File: src/rqd_pkg.sv
// Shared types and constants of the ready queue dispatcher.
`default_nettype none
package rqd_pkg;

  localparam int unsigned ID_W     = 16;
  localparam int unsigned LEN_W    = 16;
  localparam int unsigned AGE_W    = 16;
  localparam int unsigned STATUS_W = 3;
  localparam int unsigned POLICY_W = 2;
  localparam int unsigned QUANTUM_W = 7;

  // Pick rules.
  localparam logic [POLICY_W-1:0] POLICY_FCFS = 2'd0;
  localparam logic [POLICY_W-1:0] POLICY_SJF  = 2'd1;
  localparam logic [POLICY_W-1:0] POLICY_RR   = 2'd2;

  localparam logic [POLICY_W-1:0]  POLICY_RESET  = POLICY_RR;
  localparam logic [QUANTUM_W-1:0] QUANTUM_RESET = 7'd20;

  // Configuration register indexes (bit 2 of the byte address).
  localparam logic REG_POLICY  = 1'b0;
  localparam logic REG_QUANTUM = 1'b1;

  // Result status codes.
  localparam logic [STATUS_W-1:0] ST_ENQUEUED = 3'd0;
  localparam logic [STATUS_W-1:0] ST_FULL     = 3'd1;
  localparam logic [STATUS_W-1:0] ST_EMPTY    = 3'd2;
  localparam logic [STATUS_W-1:0] ST_REQUEUED = 3'd3;
  localparam logic [STATUS_W-1:0] ST_FINISHED = 3'd4;

  typedef struct packed {
    logic [ID_W-1:0]  job;
    logic [LEN_W-1:0] length;
    logic [LEN_W-1:0] remaining;
    logic [AGE_W-1:0] age;
  } slot_entry_t;

  localparam int unsigned ENTRY_W = $bits(slot_entry_t);

  typedef struct packed {
    logic clear;
    logic cand_valid;
    logic sjf;
  } pick_ctrl_t;

  typedef enum logic [2:0] {
    S_IDLE,
    S_FREE,
    S_SCAN,
    S_DRAIN,
    S_UPDATE,
    S_DONE
  } state_t;

endpackage
`default_nettype wire

File: src/rqd_ram.sv
// Generic single-port-write, single-port-read RAM with registered read data.
`default_nettype none
module rqd_ram #(
  parameter int unsigned WIDTH = 64,
  parameter int unsigned DEPTH = 16
) (
  input  wire logic                     clk,
  input  wire logic                     we,
  input  wire logic [$clog2(DEPTH)-1:0] waddr,
  input  wire logic [WIDTH-1:0]         wdata,
  input  wire logic [$clog2(DEPTH)-1:0] raddr,
  output logic      [WIDTH-1:0]         rdata
);

  logic [WIDTH-1:0] mem [DEPTH];

  always_ff @(posedge clk) begin
    if (we) begin
      mem[waddr] <= wdata;
    end
    rdata <= mem[raddr];
  end

endmodule
`default_nettype wire

File: src/rqd_cfg.sv
// APB-style configuration registers: pick rule and round robin quantum.
`default_nettype none
module rqd_cfg (
  input  wire logic                            clk,
  input  wire logic                            rst,
  input  wire logic                            psel,
  input  wire logic                            penable,
  input  wire logic                            pwrite,
  input  wire logic [2:0]                      paddr,
  input  wire logic [31:0]                     pwdata,
  output logic      [31:0]                     prdata,
  output logic      [rqd_pkg::POLICY_W-1:0]    policy,
  output logic      [rqd_pkg::QUANTUM_W-1:0]   quantum
);

  logic wr_en;

  assign wr_en = psel & penable & pwrite;

  always_ff @(posedge clk) begin
    if (rst) begin
      policy  <= rqd_pkg::POLICY_RESET;
      quantum <= rqd_pkg::QUANTUM_RESET;
    end else if (wr_en) begin
      case (paddr[2])
        rqd_pkg::REG_POLICY:  policy  <= pwdata[rqd_pkg::POLICY_W-1:0];
        rqd_pkg::REG_QUANTUM: quantum <= pwdata[rqd_pkg::QUANTUM_W-1:0];
        default: ;
      endcase
    end
  end

  always_comb begin
    case (paddr[2])
      rqd_pkg::REG_POLICY:  prdata = {{(32-rqd_pkg::POLICY_W){1'b0}}, policy};
      rqd_pkg::REG_QUANTUM: prdata = {{(32-rqd_pkg::QUANTUM_W){1'b0}}, quantum};
      default:              prdata = '0;
    endcase
  end

endmodule
`default_nettype wire

File: src/rqd_pick.sv
// Running best-slot tracker fed one slot per cycle during a dispatch scan.
`default_nettype none
module rqd_pick #(
  parameter int unsigned DEPTH = 16
) (
  input  wire logic                          clk,
  input  wire logic                          rst,
  input  wire rqd_pkg::pick_ctrl_t           ctrl,
  input  wire rqd_pkg::slot_entry_t          cand,
  input  wire logic [$clog2(DEPTH)-1:0]      cand_idx,
  input  wire logic [rqd_pkg::AGE_W-1:0]     age_counter,
  output rqd_pkg::slot_entry_t               best,
  output logic      [$clog2(DEPTH)-1:0]      best_idx
);

  logic                        found;
  logic [rqd_pkg::AGE_W-1:0]   best_dist;
  logic [rqd_pkg::AGE_W-1:0]   cand_dist;
  logic                        older;
  logic                        take;

  // Larger wraparound distance from the age counter means an older job.
  assign cand_dist = age_counter - cand.age;
  assign older     = cand_dist > best_dist;

  always_comb begin
    if (!found) begin
      take = 1'b1;
    end else if (ctrl.sjf) begin
      take = (cand.length < best.length) || ((cand.length == best.length) && older);
    end else begin
      take = older;
    end
  end

  always_ff @(posedge clk) begin
    if (rst) begin
      found <= 1'b0;
    end else if (ctrl.clear) begin
      found <= 1'b0;
    end else if (ctrl.cand_valid) begin
      found <= 1'b1;
    end
  end

  always_ff @(posedge clk) begin
    if (ctrl.cand_valid && take) begin
      best      <= cand;
      best_idx  <= cand_idx;
      best_dist <= cand_dist;
    end
  end

endmodule
`default_nettype wire

File: src/ready_queue_dispatcher_top.sv
// Top level of the ready queue dispatcher.
`default_nettype none
// Ready queue dispatcher. Words enter on the s_ group: s_tuser is the operation
// (0 enqueue, 1 dispatch), s_tdata carries job id and job length. Each word gives
// one result word on the m_ group. Slot contents live in one RAM; a valid bit per
// slot sits in flip-flops. An enqueue walks the valid bits from slot 0 to the first
// free slot; a full queue answers without the walk. A dispatch reads every slot
// of the RAM once through its single read port and keeps the best candidate, then
// writes the picked slot back; an empty queue answers without the scan. One word
// is in work at a time, and a new word is taken while the previous result still
// waits on the m_ side.
module ready_queue_dispatcher_top #(
  parameter int unsigned QUEUE_DEPTH = 16
) (
  input  wire logic        clk,
  input  wire logic        rst,
  // Stream in.
  input  wire logic        s_tvalid,
  output logic             s_tready,
  input  wire logic [31:0] s_tdata,   // [15:0] job_id, [31:16] job length
  input  wire logic [0:0]  s_tuser,   // [0] op
  // Stream out.
  output logic             m_tvalid,
  input  wire logic        m_tready,
  output logic      [47:0] m_tdata,   // [15:0] picked_id, [31:16] slice_run,
                                      // [47:32] remaining_left
  output logic      [2:0]  m_tuser,   // [2:0] status
  // Configuration.
  input  wire logic        psel,
  input  wire logic        penable,
  input  wire logic        pwrite,
  input  wire logic [2:0]  paddr,
  input  wire logic [31:0] pwdata,
  output logic      [31:0] prdata,
  output logic             pready
);

  localparam int unsigned IW = $clog2(QUEUE_DEPTH);
  localparam int unsigned OW = $clog2(QUEUE_DEPTH + 1);

  rqd_pkg::state_t state, state_next;

  logic [rqd_pkg::POLICY_W-1:0]  policy;
  logic [rqd_pkg::QUANTUM_W-1:0] quantum;

  logic [QUEUE_DEPTH-1:0]        slot_valid;
  logic [rqd_pkg::AGE_W-1:0]     age_counter;
  logic [OW-1:0]                 occupancy;
  logic [IW-1:0]                 idx;
  logic                          idx_last;

  logic [rqd_pkg::ID_W-1:0]      job_id;
  logic [rqd_pkg::LEN_W-1:0]     job_len;

  logic                          pend;
  logic                          pend_valid;
  logic [IW-1:0]                 pend_idx;

  logic [rqd_pkg::STATUS_W-1:0]  res_status;
  logic [rqd_pkg::ID_W-1:0]      res_id;
  logic [rqd_pkg::LEN_W-1:0]     res_slice;
  logic [rqd_pkg::LEN_W-1:0]     res_left;

  logic                          ram_we;
  logic [IW-1:0]                 ram_waddr;
  rqd_pkg::slot_entry_t          ram_wdata;
  logic [IW-1:0]                 ram_raddr;
  rqd_pkg::slot_entry_t          ram_rdata;

  rqd_pkg::pick_ctrl_t           pick_ctrl;
  rqd_pkg::slot_entry_t          best;
  logic [IW-1:0]                 best_idx;

  logic                          accept;
  logic                          q_full;
  logic                          q_empty;
  logic                          rr;
  logic [rqd_pkg::LEN_W-1:0]     slice;
  logic [rqd_pkg::LEN_W-1:0]     left;
  logic                          out_load;

  assign pready   = 1'b1;
  assign accept   = s_tvalid & s_tready;
  assign q_full   = occupancy == OW'(QUEUE_DEPTH);
  assign q_empty  = occupancy == '0;
  assign idx_last = idx == IW'(QUEUE_DEPTH - 1);
  assign rr       = (policy != rqd_pkg::POLICY_FCFS) && (policy != rqd_pkg::POLICY_SJF);
  assign slice    = (rr && (best.remaining > {{(rqd_pkg::LEN_W-rqd_pkg::QUANTUM_W){1'b0}},
                    quantum})) ? {{(rqd_pkg::LEN_W-rqd_pkg::QUANTUM_W){1'b0}}, quantum}
                    : best.remaining;
  assign left     = best.remaining - slice;
  assign out_load = (state == rqd_pkg::S_DONE) && (!m_tvalid || m_tready);

  rqd_cfg u_cfg (
    .clk     (clk),
    .rst     (rst),
    .psel    (psel),
    .penable (penable),
    .pwrite  (pwrite),
    .paddr   (paddr),
    .pwdata  (pwdata),
    .prdata  (prdata),
    .policy  (policy),
    .quantum (quantum)
  );

  rqd_ram #(
    .WIDTH (rqd_pkg::ENTRY_W),
    .DEPTH (QUEUE_DEPTH)
  ) u_slots (
    .clk   (clk),
    .we    (ram_we),
    .waddr (ram_waddr),
    .wdata (ram_wdata),
    .raddr (ram_raddr),
    .rdata (ram_rdata)
  );

  rqd_pick #(
    .DEPTH (QUEUE_DEPTH)
  ) u_pick (
    .clk         (clk),
    .rst         (rst),
    .ctrl        (pick_ctrl),
    .cand        (ram_rdata),
    .cand_idx    (pend_idx),
    .age_counter (age_counter),
    .best        (best),
    .best_idx    (best_idx)
  );

  // Next state.
  always_comb begin
    state_next = state;
    case (state)
      rqd_pkg::S_IDLE: begin
        if (accept) begin
          if (s_tuser[0] == 1'b0) begin
            state_next = q_full ? rqd_pkg::S_DONE : rqd_pkg::S_FREE;
          end else begin
            state_next = q_empty ? rqd_pkg::S_DONE : rqd_pkg::S_SCAN;
          end
        end
      end
      rqd_pkg::S_FREE: begin
        if (!slot_valid[idx]) begin
          state_next = rqd_pkg::S_DONE;
        end
      end
      rqd_pkg::S_SCAN: begin
        if (idx_last) begin
          state_next = rqd_pkg::S_DRAIN;
        end
      end
      rqd_pkg::S_DRAIN:  state_next = rqd_pkg::S_UPDATE;
      rqd_pkg::S_UPDATE: state_next = rqd_pkg::S_DONE;
      rqd_pkg::S_DONE: begin
        if (out_load) begin
          state_next = rqd_pkg::S_IDLE;
        end
      end
      default: state_next = rqd_pkg::S_IDLE;
    endcase
  end

  // Outputs of the state machine.
  always_comb begin
    s_tready             = 1'b0;
    ram_we               = 1'b0;
    ram_waddr            = idx;
    ram_wdata            = '0;
    ram_raddr            = idx;
    pick_ctrl.clear      = 1'b0;
    pick_ctrl.cand_valid = pend & pend_valid;
    pick_ctrl.sjf        = policy == rqd_pkg::POLICY_SJF;
    case (state)
      rqd_pkg::S_IDLE: begin
        s_tready        = 1'b1;
        pick_ctrl.clear = 1'b1;
      end
      rqd_pkg::S_FREE: begin
        ram_we              = !slot_valid[idx];
        ram_wdata.job       = job_id;
        ram_wdata.length    = job_len;
        ram_wdata.remaining = job_len;
        ram_wdata.age       = age_counter;
      end
      rqd_pkg::S_UPDATE: begin
        ram_we              = 1'b1;
        ram_waddr           = best_idx;
        ram_wdata.job       = best.job;
        ram_wdata.length    = best.length;
        ram_wdata.remaining = left;
        ram_wdata.age       = (left == '0) ? best.age : age_counter;
      end
      default: ;
    endcase
  end

  // Control registers.
  always_ff @(posedge clk) begin
    if (rst) begin
      state       <= rqd_pkg::S_IDLE;
      slot_valid  <= '0;
      age_counter <= '0;
      occupancy   <= '0;
      pend        <= 1'b0;
      m_tvalid    <= 1'b0;
    end else begin
      state <= state_next;
      if (out_load) begin
        m_tvalid <= 1'b1;
      end else if (m_tready) begin
        m_tvalid <= 1'b0;
      end
      pend <= state == rqd_pkg::S_SCAN;
      case (state)
        rqd_pkg::S_FREE: begin
          if (!slot_valid[idx]) begin
            slot_valid[idx] <= 1'b1;
            age_counter     <= age_counter + 1'b1;
            occupancy       <= occupancy + 1'b1;
          end
        end
        rqd_pkg::S_UPDATE: begin
          if (left == '0) begin
            slot_valid[best_idx] <= 1'b0;
            occupancy            <= occupancy - 1'b1;
          end else begin
            age_counter <= age_counter + 1'b1;
          end
        end
        default: ;
      endcase
    end
  end

  // Datapath registers.
  always_ff @(posedge clk) begin
    case (state)
      rqd_pkg::S_IDLE: begin
        idx <= '0;
        if (accept) begin
          job_id     <= s_tdata[15:0];
          job_len    <= s_tdata[31:16];
          res_id     <= '0;
          res_slice  <= '0;
          res_left   <= '0;
          res_status <= (s_tuser[0] == 1'b0) ? rqd_pkg::ST_FULL : rqd_pkg::ST_EMPTY;
        end
      end
      rqd_pkg::S_FREE: begin
        if (!slot_valid[idx]) begin
          res_status <= rqd_pkg::ST_ENQUEUED;
        end else begin
          idx <= idx + 1'b1;
        end
      end
      rqd_pkg::S_SCAN: begin
        pend_idx   <= idx;
        pend_valid <= slot_valid[idx];
        if (!idx_last) begin
          idx <= idx + 1'b1;
        end
      end
      rqd_pkg::S_UPDATE: begin
        res_status <= (left == '0) ? rqd_pkg::ST_FINISHED : rqd_pkg::ST_REQUEUED;
        res_id     <= best.job;
        res_slice  <= slice;
        res_left   <= left;
      end
      default: ;
    endcase
    if (out_load) begin
      m_tuser <= res_status;
      m_tdata <= {res_left, res_slice, res_id};
    end
  end

endmodule
`default_nettype wire

File: config.mk
export PLATFORM = sky130hd
export DESIGN_NAME = ready_queue_dispatcher_top
export DESIGN_NICKNAME = d
export VERILOG_FILES = /design/src/rqd_pkg.sv /design/src/rqd_ram.sv /design/src/rqd_cfg.sv /design/src/rqd_pick.sv /design/src/ready_queue_dispatcher_top.sv
export SDC_FILE = /design/constraint.sdc
export NUM_CORES = 1
export LEC_CHECK = 0
export BUFFER_PORTS_ARGS = -buffer_cell sky130_fd_sc_hd__buf_4
export CORE_MARGIN = 5
export CORE_UTILIZATION = 62
export DETAILED_ROUTE_END_ITERATION = 12
export MAX_ROUTING_LAYER = met4
export PLACE_DENSITY = 0.79
export SLEW_MARGIN = 20
export SYNTH_ARGS = -nofsm -noshare
export SYNTH_HDL_FRONTEND = slang
export SYNTH_HIERARCHICAL = 1
export SYNTH_SLANG_ARGS = --single-unit
File: constraint.sdc
create_clock -name clk -period 10.4 [get_ports clk]
set_input_delay 0 -clock clk [delete_from_list [all_inputs] [get_ports clk]]
set_output_delay 0 -clock clk [all_outputs]
set_load 0.02 [all_outputs]
==> flow_summary.ini <==
[yosys]
synth_commonest_cells = edfxtp_1, mux4_2, a22oi_1
ys_warn_count = 6
synthTopCellsByArea = edfxtp_1, mux4_2, dfxtp_1
synth_area_per_cell_um2 = 19.0
yosysTopAreaCell = edfxtp_1
synth_flop_cell = edfxtp_1
synth_edf_count = 1251
synth_top_area_frac = 0.706
synthDistinctLibCells = 77
synth_seq_cells = 1367
syn_area_um2 = 53200
syn_inst = 2806
async_flop_share = 0
yosys.cell_count.top_type = edfxtp_1
synth-seq-area-share = 0.750

[min_path]
whs_path_depth = 2
hold_end = job_id[13]$_DFFE_PP_
hold_path_class = input pin to register
min_from = s_tdata[13]

[run]
max_cap_violations = 0

[worst_setup_path]
cp_slowest_stage_delay_ns = 0.81
crit_type = register to register
worstPathRequired_ns = 10.77
crit_path_start_kind = register
cp-end-kind = register
critPathSlowestCell = o31ai_4
rr_worst_depth = 16
crit_buf_inv = 1
regToRegSetupSlack_ns = 3.75
worstPathCellList = or3_1, or4_1, or3_4, o31ai_4, nor2_1, a21oi_1, ha_1, nor2b_1, o2111a_1, or4_1, a211oi_1, nand2_1, nor4b_4, a21oi_1, buf_4, a22o_1
worstReg2RegEnd = u_slots/mem[4][6]$_DFFE_PP_
crit_fanout = 23
r2r_start = u_pick/best[27]$_DFFE_PP_
arrival_ns = 7.02
critPathTopFamily = simple AND/OR/NAND/NOR gates

[power]
p_leak_uw = 0.0204
vdd_drop_max_mv = 0.290
power.density_nw_per_um2 = 283

[clocking]
post_cts_buffers = 0
cts_root_buf = clkbuf_16
postCtsResizedCells = 0
cts_inserted_buffers = 136
clk_latency_ns = 0.73
cts_tree = built
clkTransAtPathRegs_ns = 0.06
clock_sinks = 1367
clk_path_buf_depth = 3
h-tree-depth = 4

[timing]
tns_ns = 0
period_needed_ns = 6.65
post-route-period-util = 0.639
hold_violations = 0
grt_setup_unrepaired = no
layout_setup_ws_ns = 3.75
final-setup-viol-count = 0
worstMarginPinSlew_ns = 1.17
maxSlewHeadroom = 0.217
max_freq_mhz = 150
drv_slew = 0
finClkSkew_ns = 0.0358

[detailed_routing]
routed_wl_um = 130000
vias_per_cell = 6.67
drtAntennaViolNets = 0
drt_iter0_markers = 4451
drt_first_pass_iters = 8
via_count = 28778
drc = 0
routedWlPerCell_um = 30.2

[die]
die-area_um2 = 91700
ioPinCount = 161
core_area_um2 = 85100
die_x_um = 303
placementRows = 107
start_util = 0.625
die_h_um = 303

[finish]
num-fill-cells = 4834
nets = 3207
finalNonFillerCells = 4315
area_growth_pct = 13.7
final_area_um2 = 60500
drive_gt1_frac = 0.214

[placement]
place_congestion = 0.879
post-place-ws_ns = 3.85
placed_cells_incl_taps = 3977
io_buffers = 107
dpl.hpwl_um = 65700
place_area_um2 = 55200

[grt]
grt_pass1_vias = 29396
grt_max_degree = 81
grt-ovfl-total = 0
track_usage = 0.295
grt_pass1_wl_um = 191000
antenna_found_initial = 7

[run_status]
status = finished, final reports clean
[timing repair]
item                                    CTS  global route
hold endpoints to repair                 89             0
hold buffers                             87             0
endpoints found under the setup margin    0             0
[cell families (layout without fill, tap and decap cells)]
family | after synthesis | after routing | synth area share
buffers and inverters | 236 | 574 | 0.0212
muxes | 281 | 281 | 0.114
adders and majority gates | 72 | 72 | 0.0174
other | 2 | 29 | 0.000141
DFF | 1367 | 1367 | 0.750
and+or+nand+nor | 433 | 433 | 0.0405
AOI/OAI and AO/OA | 390 | 390 | 0.0521
xor gates and xnor gates | 25 | 25 | 0.00412
[state kept, by name, indices dropped and copies added, names as in the netlist, 2 cells and up]
name / cells
u_slots/mem: 1024
u_pick/best: 64
u_slots/rdata: 64
m_tdata: 48
age_counter: 16
job_id: 16
job_len: 16
res_id: 16
res_left: 16
res_slice: 16
slot_valid: 16
u_pick/best_dist: 16
u_cfg/quantum: 7
occupancy: 5
idx: 4
pend_idx: 4
u_pick/best_idx: 4
m_tuser: 3
res_status: 3
state: 3
u_cfg/policy: 2
[final cells by class]
type / instances / area [um2] / area share
Antenna cell: 3 / 7.51 / 0.000124
Multi-Input combinational cell: 1227 / 12400 / 0.205
Clock buffer: 183 / 3760 / 0.0622
Sequential cell: 1367 / 39900 / 0.660
Clock inverter: 63 / 572 / 0.00945
Tap cell: 1144 / 1430 / 0.0237
Inverter: 80 / 300 / 0.00497
Timing Repair Buffer: 248 / 2100 / 0.0348
[per-layer routing]
metal	share of wire	global-route usage	vias to the layer above
li1	-	-	11790
met1	0.37	0.407	14765
met2	0.49	0.456	1958
met3	0.12	0.0622	265
met4	0.028	0.0919	0
met5	0	-	-
[power by group]
group          leakage (uW)  switching [uW]  internal (uW)
Sequential           0.0123             354           7460
Combinational       0.00595            2890           1620
Clock               0.00213            2050           2730
[layout by cell type (no fill, tap or decap), drive strengths merged, types with 31 or more instances in the layout]
cell type    synthesis  final
nand2              124    124
a22o                31     31
edfxtp            1251   1251
clkinv               0     43
dfxtp              116    116
a21o                38     38
mux4               261    261
o21ai               41     41
and3                37     37
clkbuf              79    184
ha                  69     69
inv                 80     89
dlygate4sd3          0     87
a22oi              130    130
nand3               36     36
a21oi               73     73
nor2               106    106
buf                 77    160
[metrics by stage]
step,total power (uW),hold WS [ns],utilization
after floorplan,10800,0.0768,-
after global placement,12000,0.178,0.649
after detailed placement,12300,0.180,0.649
after CTS,17100,0.000720,0.710
after global routing,17800,0.0114,0.710
final,17100,0.0296,0.710
[worst max-delay path by stage]
stage | from | end | cells after the start
2_1_floorplan | age_counter[0]$_SDFFE_PP0P_ | u_pick/best[0]$_DFFE_PP_ | 16
3_5_place_dp | u_pick/best[27]$_DFFE_PP_ | u_slots/mem[3][7]$_DFFE_PP_ | 16
3_3_place_gp | u_pick/best[27]$_DFFE_PP_ | occupancy[4]$_SDFFE_PP0P_ | 16
5_1_grt | u_pick/best[26]$_DFFE_PP_ | u_slots/mem[4][6]$_DFFE_PP_ | 16
6_report | u_pick/best[27]$_DFFE_PP_ | u_slots/mem[4][6]$_DFFE_PP_ | 16
4_1_cts | u_pick/best[27]$_DFFE_PP_ | u_slots/mem[2][7]$_DFFE_PP_ | 16
Power figures use the tool's default switching activity.
